$ cat src/design/nfc_pkg.sv
// shared constants, types and helper functions of the number to ascii formatter
package nfc_pkg;

   localparam int MAX_DIGITS     = 32;
   localparam int SCREEN_LINES   = 4;
   localparam int SCREEN_COLUMNS = 16;
   localparam int NUMBER_WIDTH   = 32;
   localparam int DIGIT_WIDTH    = 4;
   localparam int IDX_WIDTH      = (MAX_DIGITS > 1) ? $clog2(MAX_DIGITS) : 1;
   localparam int CNT_WIDTH      = $clog2(MAX_DIGITS + 1);
   localparam int STEP_WIDTH     = $clog2(NUMBER_WIDTH);

   localparam logic [6:0] ASCII_ZERO  = 7'h30;
   localparam logic [6:0] ASCII_A     = 7'h41;
   localparam logic [6:0] ASCII_PLUS  = 7'h2B;
   localparam logic [6:0] ASCII_MINUS = 7'h2D;

   localparam logic [DIGIT_WIDTH-1:0] DEC_BASE   = DIGIT_WIDTH'(10);
   localparam logic [DIGIT_WIDTH-1:0] DEC_LIMIT  = DIGIT_WIDTH'(5);
   localparam logic [DIGIT_WIDTH-1:0] DEC_ADJUST = DIGIT_WIDTH'(3);

   typedef enum logic [1:0] {
      RADIX_DEC,
      RADIX_HEX,
      RADIX_BIN
   } radix_type;

   typedef enum logic [1:0] {
      OP_HOLD,
      OP_CLEAR,
      OP_CONVERT,
      OP_SHIFT
   } cell_op_type;

   typedef struct packed {
      cell_op_type op;
      radix_type   radix;
   } cell_ctrl_type;

   function automatic logic [6:0] digit_to_ascii(input logic [DIGIT_WIDTH-1:0] d);
      logic [6:0] code;
      if (d < DEC_BASE) begin
         code = ASCII_ZERO + 7'(d);
      end else begin
         code = ASCII_A + 7'(d - DEC_BASE);
      end
      return code;
   endfunction

   function automatic logic is_on_screen(input logic [7:0] line, input logic [7:0] column);
      return (line >= 8'd1) && (line <= 8'(SCREEN_LINES)) &&
             (column >= 8'd1) && (column <= 8'(SCREEN_COLUMNS));
   endfunction

endpackage

$ cat src/design/nfc_cell.sv
// one digit cell: clear, bit shift-in (with double-dabble adjust in decimal mode), or digit hand-over to the next cell
module nfc_cell (
   input  logic                             clock,
   input  nfc_pkg::cell_ctrl_type           ctrl,
   input  logic                             carry_in,
   input  logic [nfc_pkg::DIGIT_WIDTH-1:0]  neighbor_digit,
   output logic                             carry_out,
   output logic [nfc_pkg::DIGIT_WIDTH-1:0]  digit_out
);
   import nfc_pkg::*;

   logic [DIGIT_WIDTH-1:0] digit_ff;
   logic [DIGIT_WIDTH-1:0] digit_in;
   logic [DIGIT_WIDTH-1:0] adjusted;
   logic [DIGIT_WIDTH-1:0] shifted;

   always_comb begin
      adjusted = (digit_ff >= DEC_LIMIT) ? (digit_ff + DEC_ADJUST) : digit_ff;
      case (ctrl.radix)
         RADIX_DEC: begin
            shifted   = {adjusted[DIGIT_WIDTH-2:0], carry_in};
            carry_out = adjusted[DIGIT_WIDTH-1];
         end
         RADIX_BIN: begin
            shifted   = {(DIGIT_WIDTH-1)'(0), carry_in};
            carry_out = digit_ff[0];
         end
         default: begin
            shifted   = {digit_ff[DIGIT_WIDTH-2:0], carry_in};
            carry_out = digit_ff[DIGIT_WIDTH-1];
         end
      endcase
      case (ctrl.op)
         OP_CLEAR:   digit_in = '0;
         OP_CONVERT: digit_in = shifted;
         OP_SHIFT:   digit_in = neighbor_digit;
         default:    digit_in = digit_ff;
      endcase
   end

   always_ff @(posedge clock) begin
      digit_ff <= digit_in;
   end

   assign digit_out = digit_ff;

endmodule

$ cat src/design/nfc_chain.sv
// row of digit cells with the output tap
module nfc_chain (
   input  logic                             clock,
   input  nfc_pkg::cell_ctrl_type           ctrl,
   input  logic                             bit_in,
   input  logic [nfc_pkg::IDX_WIDTH-1:0]    tap_sel,
   output logic [nfc_pkg::DIGIT_WIDTH-1:0]  tap_digit
);
   import nfc_pkg::*;

   logic [DIGIT_WIDTH-1:0] digit [MAX_DIGITS];
   logic                   carry [MAX_DIGITS];

   assign carry[0] = bit_in;

   for (genvar i = 0; i < MAX_DIGITS; i++) begin : g_cell
      logic [DIGIT_WIDTH-1:0] neighbor;
      if (i == 0) begin : g_first
         assign neighbor = '0;
      end else begin : g_rest
         assign neighbor = digit[i-1];
      end
      if (i < MAX_DIGITS - 1) begin : g_mid
         nfc_cell u_cell (
            .clock          (clock),
            .ctrl           (ctrl),
            .carry_in       (carry[i]),
            .neighbor_digit (neighbor),
            .carry_out      (carry[i+1]),
            .digit_out      (digit[i])
         );
      end else begin : g_top
         nfc_cell u_cell (
            .clock          (clock),
            .ctrl           (ctrl),
            .carry_in       (carry[i]),
            .neighbor_digit (neighbor),
            .carry_out      (),
            .digit_out      (digit[i])
         );
      end
   end

   assign tap_digit = digit[tap_sel];

endmodule

$ cat src/design/number_to_ascii_digit_formatter_unit.sv
// number to ascii formatter top level: sequencer, digit cell row and character output register
// the sign beat (signed mode) comes right after the request state; digit beats follow the conversion
// an item goes through the request, the sign state in signed mode, the conversion and one emit step per digit
// the conversion shifts the 32 number bits into the digit cell row one bit a cycle; a digit count of 0 skips it
// digit characters leave one per cycle from the row tap while the output is not stalled; the row shifts toward it
// synchronous reset clears the sequencer and output valid; digit cells are cleared per item
module number_to_ascii_digit_formatter_unit (
   input  logic                               clock,
   input  logic                               reset,
   input  logic                               req_valid,
   output logic                               req_ready,
   input  logic [1:0]                         req_command,
   input  logic [nfc_pkg::NUMBER_WIDTH-1:0]   req_number,
   input  logic [5:0]                         req_digit_count,
   input  logic [7:0]                         req_start_line,
   input  logic [7:0]                         req_start_column,
   output logic                               rsp_valid,
   input  logic                               rsp_ready,
   output logic [6:0]                         rsp_ascii_code,
   output logic [7:0]                         rsp_char_line,
   output logic [7:0]                         rsp_char_column,
   output logic                               rsp_on_screen,
   output logic                               rsp_last_char
);
   import nfc_pkg::*;

   typedef enum logic [1:0] {
      CMD_UNSIGNED,
      CMD_SIGNED,
      CMD_HEX,
      CMD_BINARY
   } command_type;

   typedef enum logic [1:0] {
      ST_IDLE,
      ST_SIGN,
      ST_CONVERT,
      ST_EMIT
   } state_type;

   state_type                 state_ff;
   logic [NUMBER_WIDTH-1:0]   value_ff;
   radix_type                 radix_ff;
   logic [CNT_WIDTH-1:0]      cnt_ff;
   logic [CNT_WIDTH-1:0]      rem_ff;
   logic [STEP_WIDTH-1:0]     step_ff;
   logic [7:0]                line_ff;
   logic [7:0]                col_ff;
   logic                      neg_ff;

   logic                      rsp_valid_ff;
   logic [6:0]                rsp_ascii_code_ff;
   logic [7:0]                rsp_char_line_ff;
   logic [7:0]                rsp_char_column_ff;
   logic                      rsp_on_screen_ff;
   logic                      rsp_last_char_ff;

   logic                      req_fire;
   logic                      out_free;
   logic                      char_load;
   logic [CNT_WIDTH-1:0]      cnt_in;
   logic                      neg_in;
   radix_type                 radix_in;
   cell_ctrl_type             cell_ctrl;
   logic [IDX_WIDTH-1:0]      tap_sel;
   logic [DIGIT_WIDTH-1:0]    tap_digit;
   logic                      col_visible;

   always_comb begin
      req_ready = (state_ff == ST_IDLE);
      req_fire  = req_valid && req_ready;
      out_free  = !rsp_valid_ff || rsp_ready;
      char_load = out_free && ((state_ff == ST_SIGN) || (state_ff == ST_EMIT));
      cnt_in    = (req_digit_count > 6'(MAX_DIGITS)) ? CNT_WIDTH'(MAX_DIGITS)
                                                     : CNT_WIDTH'(req_digit_count);
      neg_in    = (req_command == CMD_SIGNED) && req_number[NUMBER_WIDTH-1];
      case (req_command)
         CMD_HEX:    radix_in = RADIX_HEX;
         CMD_BINARY: radix_in = RADIX_BIN;
         default:    radix_in = RADIX_DEC;
      endcase
      cell_ctrl.radix = radix_ff;
      cell_ctrl.op    = OP_HOLD;
      unique case (state_ff)
         ST_IDLE:    if (req_fire) cell_ctrl.op = OP_CLEAR;
         ST_CONVERT: cell_ctrl.op = OP_CONVERT;
         ST_EMIT:    if (out_free) cell_ctrl.op = OP_SHIFT;
         default:    cell_ctrl.op = OP_HOLD;
      endcase
      tap_sel     = IDX_WIDTH'(cnt_ff - CNT_WIDTH'(1));
      col_visible = is_on_screen(line_ff, col_ff);
   end

   nfc_chain u_chain (
      .clock     (clock),
      .ctrl      (cell_ctrl),
      .bit_in    (value_ff[NUMBER_WIDTH-1]),
      .tap_sel   (tap_sel),
      .tap_digit (tap_digit)
   );

   always_ff @(posedge clock) begin
      if (reset) begin
         state_ff     <= ST_IDLE;
         rsp_valid_ff <= 1'b0;
      end else begin
         if (rsp_ready && !char_load) begin
            rsp_valid_ff <= 1'b0;
         end
         unique case (state_ff)
            ST_IDLE: begin
               if (req_fire) begin
                  value_ff <= neg_in ? (~req_number + NUMBER_WIDTH'(1)) : req_number;
                  radix_ff <= radix_in;
                  cnt_ff   <= cnt_in;
                  rem_ff   <= cnt_in;
                  step_ff  <= '0;
                  line_ff  <= req_start_line;
                  col_ff   <= req_start_column;
                  neg_ff   <= neg_in;
                  if (req_command == CMD_SIGNED) begin
                     state_ff <= ST_SIGN;
                  end else if (cnt_in == '0) begin
                     state_ff <= ST_IDLE;
                  end else begin
                     state_ff <= ST_CONVERT;
                  end
               end
            end
            ST_SIGN: begin
               if (out_free) begin
                  rsp_valid_ff       <= 1'b1;
                  rsp_ascii_code_ff  <= neg_ff ? ASCII_MINUS : ASCII_PLUS;
                  rsp_char_line_ff   <= line_ff;
                  rsp_char_column_ff <= col_ff;
                  rsp_on_screen_ff   <= col_visible;
                  rsp_last_char_ff   <= (cnt_ff == '0);
                  col_ff             <= col_ff + 8'd1;
                  state_ff           <= (cnt_ff == '0) ? ST_IDLE : ST_CONVERT;
               end
            end
            ST_CONVERT: begin
               value_ff <= {value_ff[NUMBER_WIDTH-2:0], 1'b0};
               step_ff  <= step_ff + STEP_WIDTH'(1);
               if (step_ff == STEP_WIDTH'(NUMBER_WIDTH - 1)) begin
                  state_ff <= ST_EMIT;
               end
            end
            ST_EMIT: begin
               if (out_free) begin
                  rsp_valid_ff       <= 1'b1;
                  rsp_ascii_code_ff  <= digit_to_ascii(tap_digit);
                  rsp_char_line_ff   <= line_ff;
                  rsp_char_column_ff <= col_ff;
                  rsp_on_screen_ff   <= col_visible;
                  rsp_last_char_ff   <= (rem_ff == CNT_WIDTH'(1));
                  col_ff             <= col_ff + 8'd1;
                  rem_ff             <= rem_ff - CNT_WIDTH'(1);
                  if (rem_ff == CNT_WIDTH'(1)) begin
                     state_ff <= ST_IDLE;
                  end
               end
            end
            default: state_ff <= ST_IDLE;
         endcase
      end
   end

   assign rsp_valid       = rsp_valid_ff;
   assign rsp_ascii_code  = rsp_ascii_code_ff;
   assign rsp_char_line   = rsp_char_line_ff;
   assign rsp_char_column = rsp_char_column_ff;
   assign rsp_on_screen   = rsp_on_screen_ff;
   assign rsp_last_char   = rsp_last_char_ff;

endmodule

$ cat config.mk
export PLATFORM = sky130hd
export DESIGN_NAME = number_to_ascii_digit_formatter_unit
export DESIGN_NICKNAME = d
export VERILOG_FILES = /design/src/design/nfc_pkg.sv /design/src/design/nfc_cell.sv /design/src/design/nfc_chain.sv /design/src/design/number_to_ascii_digit_formatter_unit.sv
export SDC_FILE = /design/constraint.sdc
export NUM_CORES = 1
export LEC_CHECK = 0
export BUFFER_PORTS_ARGS = -buffer_cell sky130_fd_sc_hd__buf_2
export CAP_MARGIN = 20
export CORE_AREA = 4 4 153 169
export DETAILED_ROUTE_END_ITERATION = 12
export DIE_AREA = 0 0 157 173
export GPL_TIMING_DRIVEN = 0
export PLACE_DENSITY = 0.79
export SYNTH_ARGS = -nofsm -noshare
export SYNTH_HDL_FRONTEND = slang
export SYNTH_SLANG_ARGS = --single-unit
$ cat constraint.sdc
create_clock -name clock -period 18.75 [get_ports clock]
set_clock_uncertainty 0.2 [all_clocks]
set_input_delay 2.8125 -clock clock [delete_from_list [all_inputs] [get_ports clock]]
set_output_delay 2.8125 -clock clock [all_outputs]
set_load 0.03 [all_outputs]
==> results of run 1 <==
## where the power goes
| group | internal [uW] | switching (uW) |
|---|---|---|
| clock | 302 | 209 |
| combinational | 516 | 832 |
| sequential | 836 | 280 |
| total | 1650 | 1320 |
## worst max-delay path by stage
stage | start | endpoint | slack [ps] | depth (start not counted)
final | cnt_ff[0]$_DFFE_PP_ | rsp_ascii_code[4]$_SDFFCE_PN0P_ | 12760 | 19
after CTS | cnt_ff[0]$_DFFE_PP_ | rsp_ascii_code[4]$_SDFFCE_PN0P_ | 12960 | 19
after global routing | cnt_ff[0]$_DFFE_PP_ | rsp_ascii_code[4]$_SDFFCE_PN0P_ | 12570 | 19
after floorplan | rsp_ready | u_chain.g_cell[0].g_mid.u_cell.digit_out[0]$_SDFFCE_PP0P_ | 8640 | 3
after detailed placement | rsp_ready | u_chain.g_cell[24].g_mid.u_cell.digit_out[1]$_DFFE_PP_ | 12640 | 10
after global placement | rsp_ready | u_chain.g_cell[10].g_mid.u_cell.digit_out[1]$_DFFE_PP_ | 5410 | 4
## cells by family (layout without fill, tap and decap cells)
family                     Yosys count  after routing  synth area share, %
buffers and inverters              229            372                 5.63
xor gates and xnor gates            80             80                 4.53
DFF                                224            224                 43.3
muxes                               38             38                 5.08
adders and majority gates           83             83                 6.72
AOI/OAI and AO/OA                  454            454                 19.3
and+or+nand+nor                    508            508                 15.4
## flip-flops by register name, summed over array words and instances (netlist names), 2 cells and up
name and cells:
step_ff 5, line_ff 8, col_ff 8, rsp_ascii_code 7
u_chain.g_cell.g_top.u_cell.digit_out 4, cnt_ff 6, rsp_char_line 8, radix_ff 2
rsp_char_column 8, value_ff 32, u_chain.g_cell.g_mid.u_cell.digit_out 124, rem_ff 6
state_ff 2
## final cells by class
class                      instances  area (um2)
tap                              310         388
inverter                         131         492
fill                            1835        6920
buffer                            98         379
multi-input combinational       1163        7920
clock buffer                      30         687
clock inverter                    17         155
timing repair buffer              96         612
sequential                       224        6700
## critical path: cells and delay by family, from the launching register on
family | cells | cell delay [ps]
buf+inv | 7 | 2670
simple gates | 7 | 1030
fa+ha+maj | 3 | 850
mux | 1 | 480
flops | 1 | 340
compound gates | 1 | 150
## placed cells by master, fill, tap and decap left out, types with 5 or more instances in the layout
cell type  count
a2111oi_0      5
a21oi_1      132
a22o_1        72
and2_1        15
and3_1         9
buf_1          9
buf_2         93
clkbuf_1      85
clkbuf_16     27
clkinv_1       6
clkinv_2       7
edfxtp_1     221
ha_1          83
inv_1        131
mux4_2        32
nand2_1      161
nand2b_1      20
nand3_1       11
nand3b_1      25
nor2_1       157
nor2b_1       22
nor3_1        53
nor4_1         6
o2111ai_1     10
o21ai_0       99
o221ai_1      21
o22ai_1       31
o31ai_1       22
o32ai_1       23
o41ai_1        8
or3_1          6
xnor2_1       58
xor2_1        22
## layer usage
metal / up-vias / share of wire (%) / GRT usage, %
met3: 265 / 14 / 11.0
met4: 0 / 6.8 / 21.5
li1: 6192 / - / -
met5: - / 0 / 0
met2: 1122 / 43 / 55.3
met1: 6695 / 36 / 49.1
## stage by stage
stage                     hold slack [ps]  instances  utilization, %  area [um2]
after floorplan                       227       1616               -       15500
after global placement                232       2011            67.1       16300
after detailed placement              241       2020            68.0       16500
after CTS                             256       2067            71.4       17300
after global routing                  268       2069            71.5       17300
final                                 256       2069            71.5       17300
==> metrics.csv, run 1 <==
metric,value,unit
crit_path_end_kind,register,
clkSinkCount,224,
grt_pass1_wl,78.1,mm
drt_iter0_drc,2237,
tightest_slew,1140,ps
grt_pass1_vias,13600,
netlist_area,15500,um2
path_class,reg2reg,
worstHoldPathType,reg2reg,
ctsResizeCount,0,
irDropWorstVdd,0.119,mV
tns,0,ps
avgViaCountPerCell,6.90,
totalWireLength,52.3,mm
synth_cell_types,61,
hold_viol,0,
reg2regPathDepth,19,
grt.total_usage,37.4,%
avgSynthCellArea,9.56,um2
clock_latency,540,ps
numPortBuffers,85,
ys_seq_area_share,43.3,%
core_area,24200,um2
drive_gt1_share,10.9,%
slew_violations,0,
async_reset_ff_share,0,%
drv_cap,0,
ant_nets,0,
syn_nets,1759,
design.die.area,27200,um2
critPathMaxFanout,10,
synth.area.top_cells,"edfxtp_1, ha_1, mux4_2",
die_w,157,um
status,finished clean,
min-delay-start,line_ff[7]$_DFFE_PP_,
post-route-min-period,5990,ps
yosysWarnings,0,
cts_hold_buf,0,
netlist_instances,1616,
critPathRequiredTime,18830,ps
reg2reg_slack,12760,ps
dp_hpwl,35.6,mm
ys_ff_latch,224,
cts-root-buf,clkbuf_16,
max_freq,167,MHz
post_drt_wl_per_cell,25.3,um
min_delay_path_depth,0,
synth_top_area_share,42.9,%
rsz0062_at_grt,false,
start_kind,register,
cts_max_path_buffers,3,
pre_cts_ws,12640,ps
finalCritPeriodShare,31.9,%
leakage,0.00644,uW
gp_congestion,1.01,
nets,1883,
synth_top_area_cell,edfxtp_1,
ios,87,
power.total,2970,uW
cts_buffers,26,
yosys-top-cells-count,"edfxtp_1, nand2_1, nor2_1, a21oi_1, inv_1",
slowest_delay,850,ps
ys.flop_type,edfxtp_1,
vias,14300,
insertedDiodeCount,0,
initial_core_util,63.7,%
cts_tree,yes,
setup_viol,0,
clkSlewWorstSetupHoldPaths,60,ps
arrival,6070,ps
postCtsSetupRepairBufs,0,
syn_to_final_growth,12.1,%
r2r_end,rsp_ascii_code[4]$_SDFFCE_PN0P_,
rows,60,
htreeDepth,1,
grt_max_degree,30,
dr.pass1.iters,8,
cp_slowest_cell,buf_1,
cpMostUsedCell,buf_2,
crit_chain,buf_2 -> buf_2 -> inv_1 -> ha_1 -> buf_2 -> buf_2 -> buf_1 -> mux4_2 -> nand2_1 -> o221ai_1 -> nand4_1 -> ha_1 -> inv_1 -> ha_1 -> nand2_1 -> nor2_1 -> and2_1 -> nand3_1 -> and4_1,
drc,0,
yosys.cell_count.top_type,edfxtp_1,
antenna_found_initial,0,
hold_path_end,rsp_char_line[7]$_DFFE_PP_,
slew_headroom,24.2,%
grt_remaining_overflow,0,
die_h,173,um
synth_edf_count,221,
setup_slack,12760,ps
worstReg2RegStart,cnt_ff[0]$_DFFE_PP_,
p_per_area,172,nW/um2
Power figures use the tool's default switching activity.
==> run 2: changes to the inputs <==
CORE_AREA = 4 4 155 172   (was 4 4 153 169)
DIE_AREA = 0 0 159 176   (was 0 0 157 173)
PLACE_DENSITY = 0.77   (was 0.79)
clock period = 6.05 ns   (was 18.75 ns; I/O delays follow)
==> run 2 against run 1 <==
  * Sequential share of layout area about the same
  * Die area up 3.0%
  * Clock power rose to 3.1 times the previous value
  * Critical path depth down 1
  * Largest cell class unchanged
  * Global-route usage down 1.6 points
  * First-iteration DRC count down 7.3%
  * Routed wire length down 2.2%
  * Clock-buffer cell count unchanged
  * Sequential power rose to 3.1 times the previous value
  * Largest power group unchanged
  * Maximum frequency up 1.2%
  * Hold slack worse by 5.0 ps
==> metrics.csv, run 2 (same netlist as run 1, synthesis figures left out) <==
metric,value,unit,change
status,finished clean,,unchanged
p_sw,4070,uW,was 1320 uW
setup_viol,0,,unchanged
clkSinkCount,224,,unchanged
insertedDiodeCount,0,,unchanged
pre_cts_ws,392,ps,"was 12,640 ps"
cp.depth,18,,was 19
p_int,5080,uW,was 1650 uW
p_per_area,528,nW/um2,was 172 nW/um2
slew_headroom,23.2,%,was 24.2%
ctsResizeCount,0,,unchanged
totalWireLength,51.1,mm,was 52.3 mm
cp_slowest_cell,buf_1,,unchanged
crit_path_start,cnt_ff[0]$_DFFE_PP_,,unchanged
cpMostUsedCell,buf_2,,unchanged
cts_tree,yes,,unchanged
path_class,reg2reg,,unchanged
cts_max_path_buffers,3,,unchanged
slew_violations,0,,unchanged
cts-root-buf,clkbuf_16,,unchanged
drc,0,,unchanged
worstHoldPathType,reg2reg,,unchanged
leakage,0.00643,uW,was 0.00644 uW
worstReg2RegStart,cnt_ff[0]$_DFFE_PP_,,unchanged
rsz0062_at_grt,false,,unchanged
grt_remaining_overflow,0,,unchanged
arrival,6030,ps,was 6070 ps
critPathMaxFanout,10,,unchanged
dr.pass1.iters,6,,was 8
vias,14200,,was 14.3k
seqPwrFrac,37.8,%,was 37.5%
place_inst,2025,,"was 2,020"
crit_chain,buf_2 -> buf_2 -> inv_1 -> ha_1 -> buf_2 -> buf_2 -> buf_1 -> mux4_2 -> nor2_1 -> nor2_1 -> o2111ai_1 -> inv_1 -> ha_1 -> nand2_1 -> nor2_1 -> and2_1 -> nand3_1 -> and4_1,,was buf_2 -> buf_2 -> inv_1 -> ha_1 -> buf_2 -> buf_2 -> buf_1 -> mux4_2 -> nand2_1 -> o221ai_1 -> nand4_1 -> ha_1 -> inv_1 -> ha_1 -> nand2_1 -> nor2_1 -> and2_1 -> nand3_1 -> and4_1
start_kind,register,,unchanged
max_freq,169,MHz,was 167 MHz
cts_buffers,27,,was 26
post_drt_wl_per_cell,24.7,um,was 25.3 um
min-delay-start,line_ff[3]$_DFFE_PP_,,was line_ff[7]$_DFFE_PP_
finalCritPeriodShare,97.9,%,was 31.9%
reg2reg_slack,130,ps,"was 12,760 ps"
mostFrequentLayoutCell,edfxtp_1,,unchanged
irDropWorstVdd,0.306,mV,was 0.119 mV
sw_frac_of_total,44.5,%,was 44.4%
grt.total_usage,35.8,%,was 37.4%
crit_path_end_kind,register,,unchanged
nets,1883,,unchanged
antenna_found_initial,0,,unchanged
avgViaCountPerCell,6.85,,was 6.90
tightest_slew,1150,ps,was 1140 ps
clock_latency,560,ps,was 540 ps
die_h,176,um,was 173 um
reg2regPathDepth,18,,was 19
design.die.area,28000,um2,"was 27,200 um2"
grt_pass1_vias,13900,,was 13.6k
postLayoutCellArea,17300,um2,about the same
numPortBuffers,85,,unchanged
ios,87,,unchanged
fin_cells,2072,,"was 2,069"
p_comb_share,44.9,%,was 45.3%
slowest_delay,730,ps,was 850 ps
p_clk_share,17.3,%,was 17.2%
crit_buf_inv,7,,unchanged
hold_path_end,rsp_char_line[3]$_DFFE_PP_,,was rsp_char_line[7]$_DFFE_PP_
drt_iter0_drc,2074,,"was 2,237"
final_cell_mix,"edfxtp_1, nand2_1, nor2_1",,unchanged
syn_to_final_growth,12.1,%,about the same
crit_family,buffers and inverters,,unchanged
cts_hold_buf,0,,unchanged
dp_hpwl,34.8,mm,was 35.6 mm
largest_reg_flops,124,,unchanged
placed_cell_area,16500,um2,about the same
grt_max_degree,31,,was 30
postCtsSetupRepairBufs,0,,unchanged
core_area,25000,um2,"was 24,200 um2"
critPathRequiredTime,6160,ps,"was 18,830 ps"
setup_slack,129,ps,"was 12,760 ps"
hold_viol,0,,unchanged
clkSlewWorstSetupHoldPaths,60,ps,about the same
htreeDepth,1,,unchanged
post-route-min-period,5920,ps,was 5990 ps
drv_cap,0,,unchanged
grt_pass1_wl,78.2,mm,was 78.1 mm
r2r_end,rsp_ascii_code[4]$_SDFFCE_PN0P_,,unchanged
initial_core_util,61.9,%,was 63.7%
rows,61,,was 60
ant_nets,0,,unchanged
gp_congestion,1.10,,was 1.01
drive_gt1_share,11.0,%,was 10.9%
min_delay_path_depth,0,,unchanged
die_w,159,um,was 157 um
## run 2: layout make-up
cell class | instances | area [um2]
multi-input cells | 1163 | 7920
fillers | 1927 | 7630
repair buffers | 95 | 596
plain buffers | 98 | 379
inverters | 131 | 492
clock buffers | 30 | 687
well taps | 315 | 394
clock inverters | 16 | 155
flip-flops and latches | 224 | 6700
## run 2: worst register-to-register path, cell delays in order, from the launching register on
cell and delay, ps:
edfxtp_1 350, buf_2 340, buf_2 460, inv_1 260, ha_1 340, buf_2 280
buf_2 430, buf_1 730, mux4_2 430, nor2_1 110, nor2_1 60, o2111ai_1 560
inv_1 140, ha_1 360, nand2_1 80, nor2_1 130, and2_1 170, nand3_1 70
and4_1 210
## run 2: worst max-delay path by stage
stage	endpoint	slack (ps)
floorplan	u_chain.g_cell[0].g_mid.u_cell.digit_out[0]$_SDFFCE_PP0P_	600
global placement	u_chain.g_cell[13].g_mid.u_cell.digit_out[3]$_DFFE_PP_	-1320
detailed placement	rsp_ascii_code[4]$_SDFFCE_PN0P_	390
CTS	rsp_ascii_code[3]$_SDFFCE_PN1P_	380
global route	rsp_ascii_code[3]$_SDFFCE_PN1P_	30
finish	rsp_ascii_code[4]$_SDFFCE_PN0P_	130
## run 2: per-stage QoR
stage                     power [uW]  TNS (ps)  hold WS, ps  util (%)
after floorplan                 6000         0          227         -
after global placement          7200   -168370          232      65.2
after detailed placement        7370         0          238      66.0
after CTS                       8960         0          253      69.4
after global routing            9630         0          263      69.4
final                           9150         0          251      69.4
## run 2: power by group through the flow
stage	Clock [uW]	Combinational (uW)	Sequential, uW
global route	1650	4480	3500
floorplan	0	2790	3210
global placement	0	3700	3490
finish	1580	4110	3460
CTS	1580	3980	3400
detailed placement	0	3960	3420
## run 2: routing by layer
layer | GRT usage, % | routed length (um)
met5 | 0 | 0
met4 | 23.8 | 3860
met3 | 9.32 | 6960
met2 | 55.6 | 22400
met1 | 44.6 | 17900
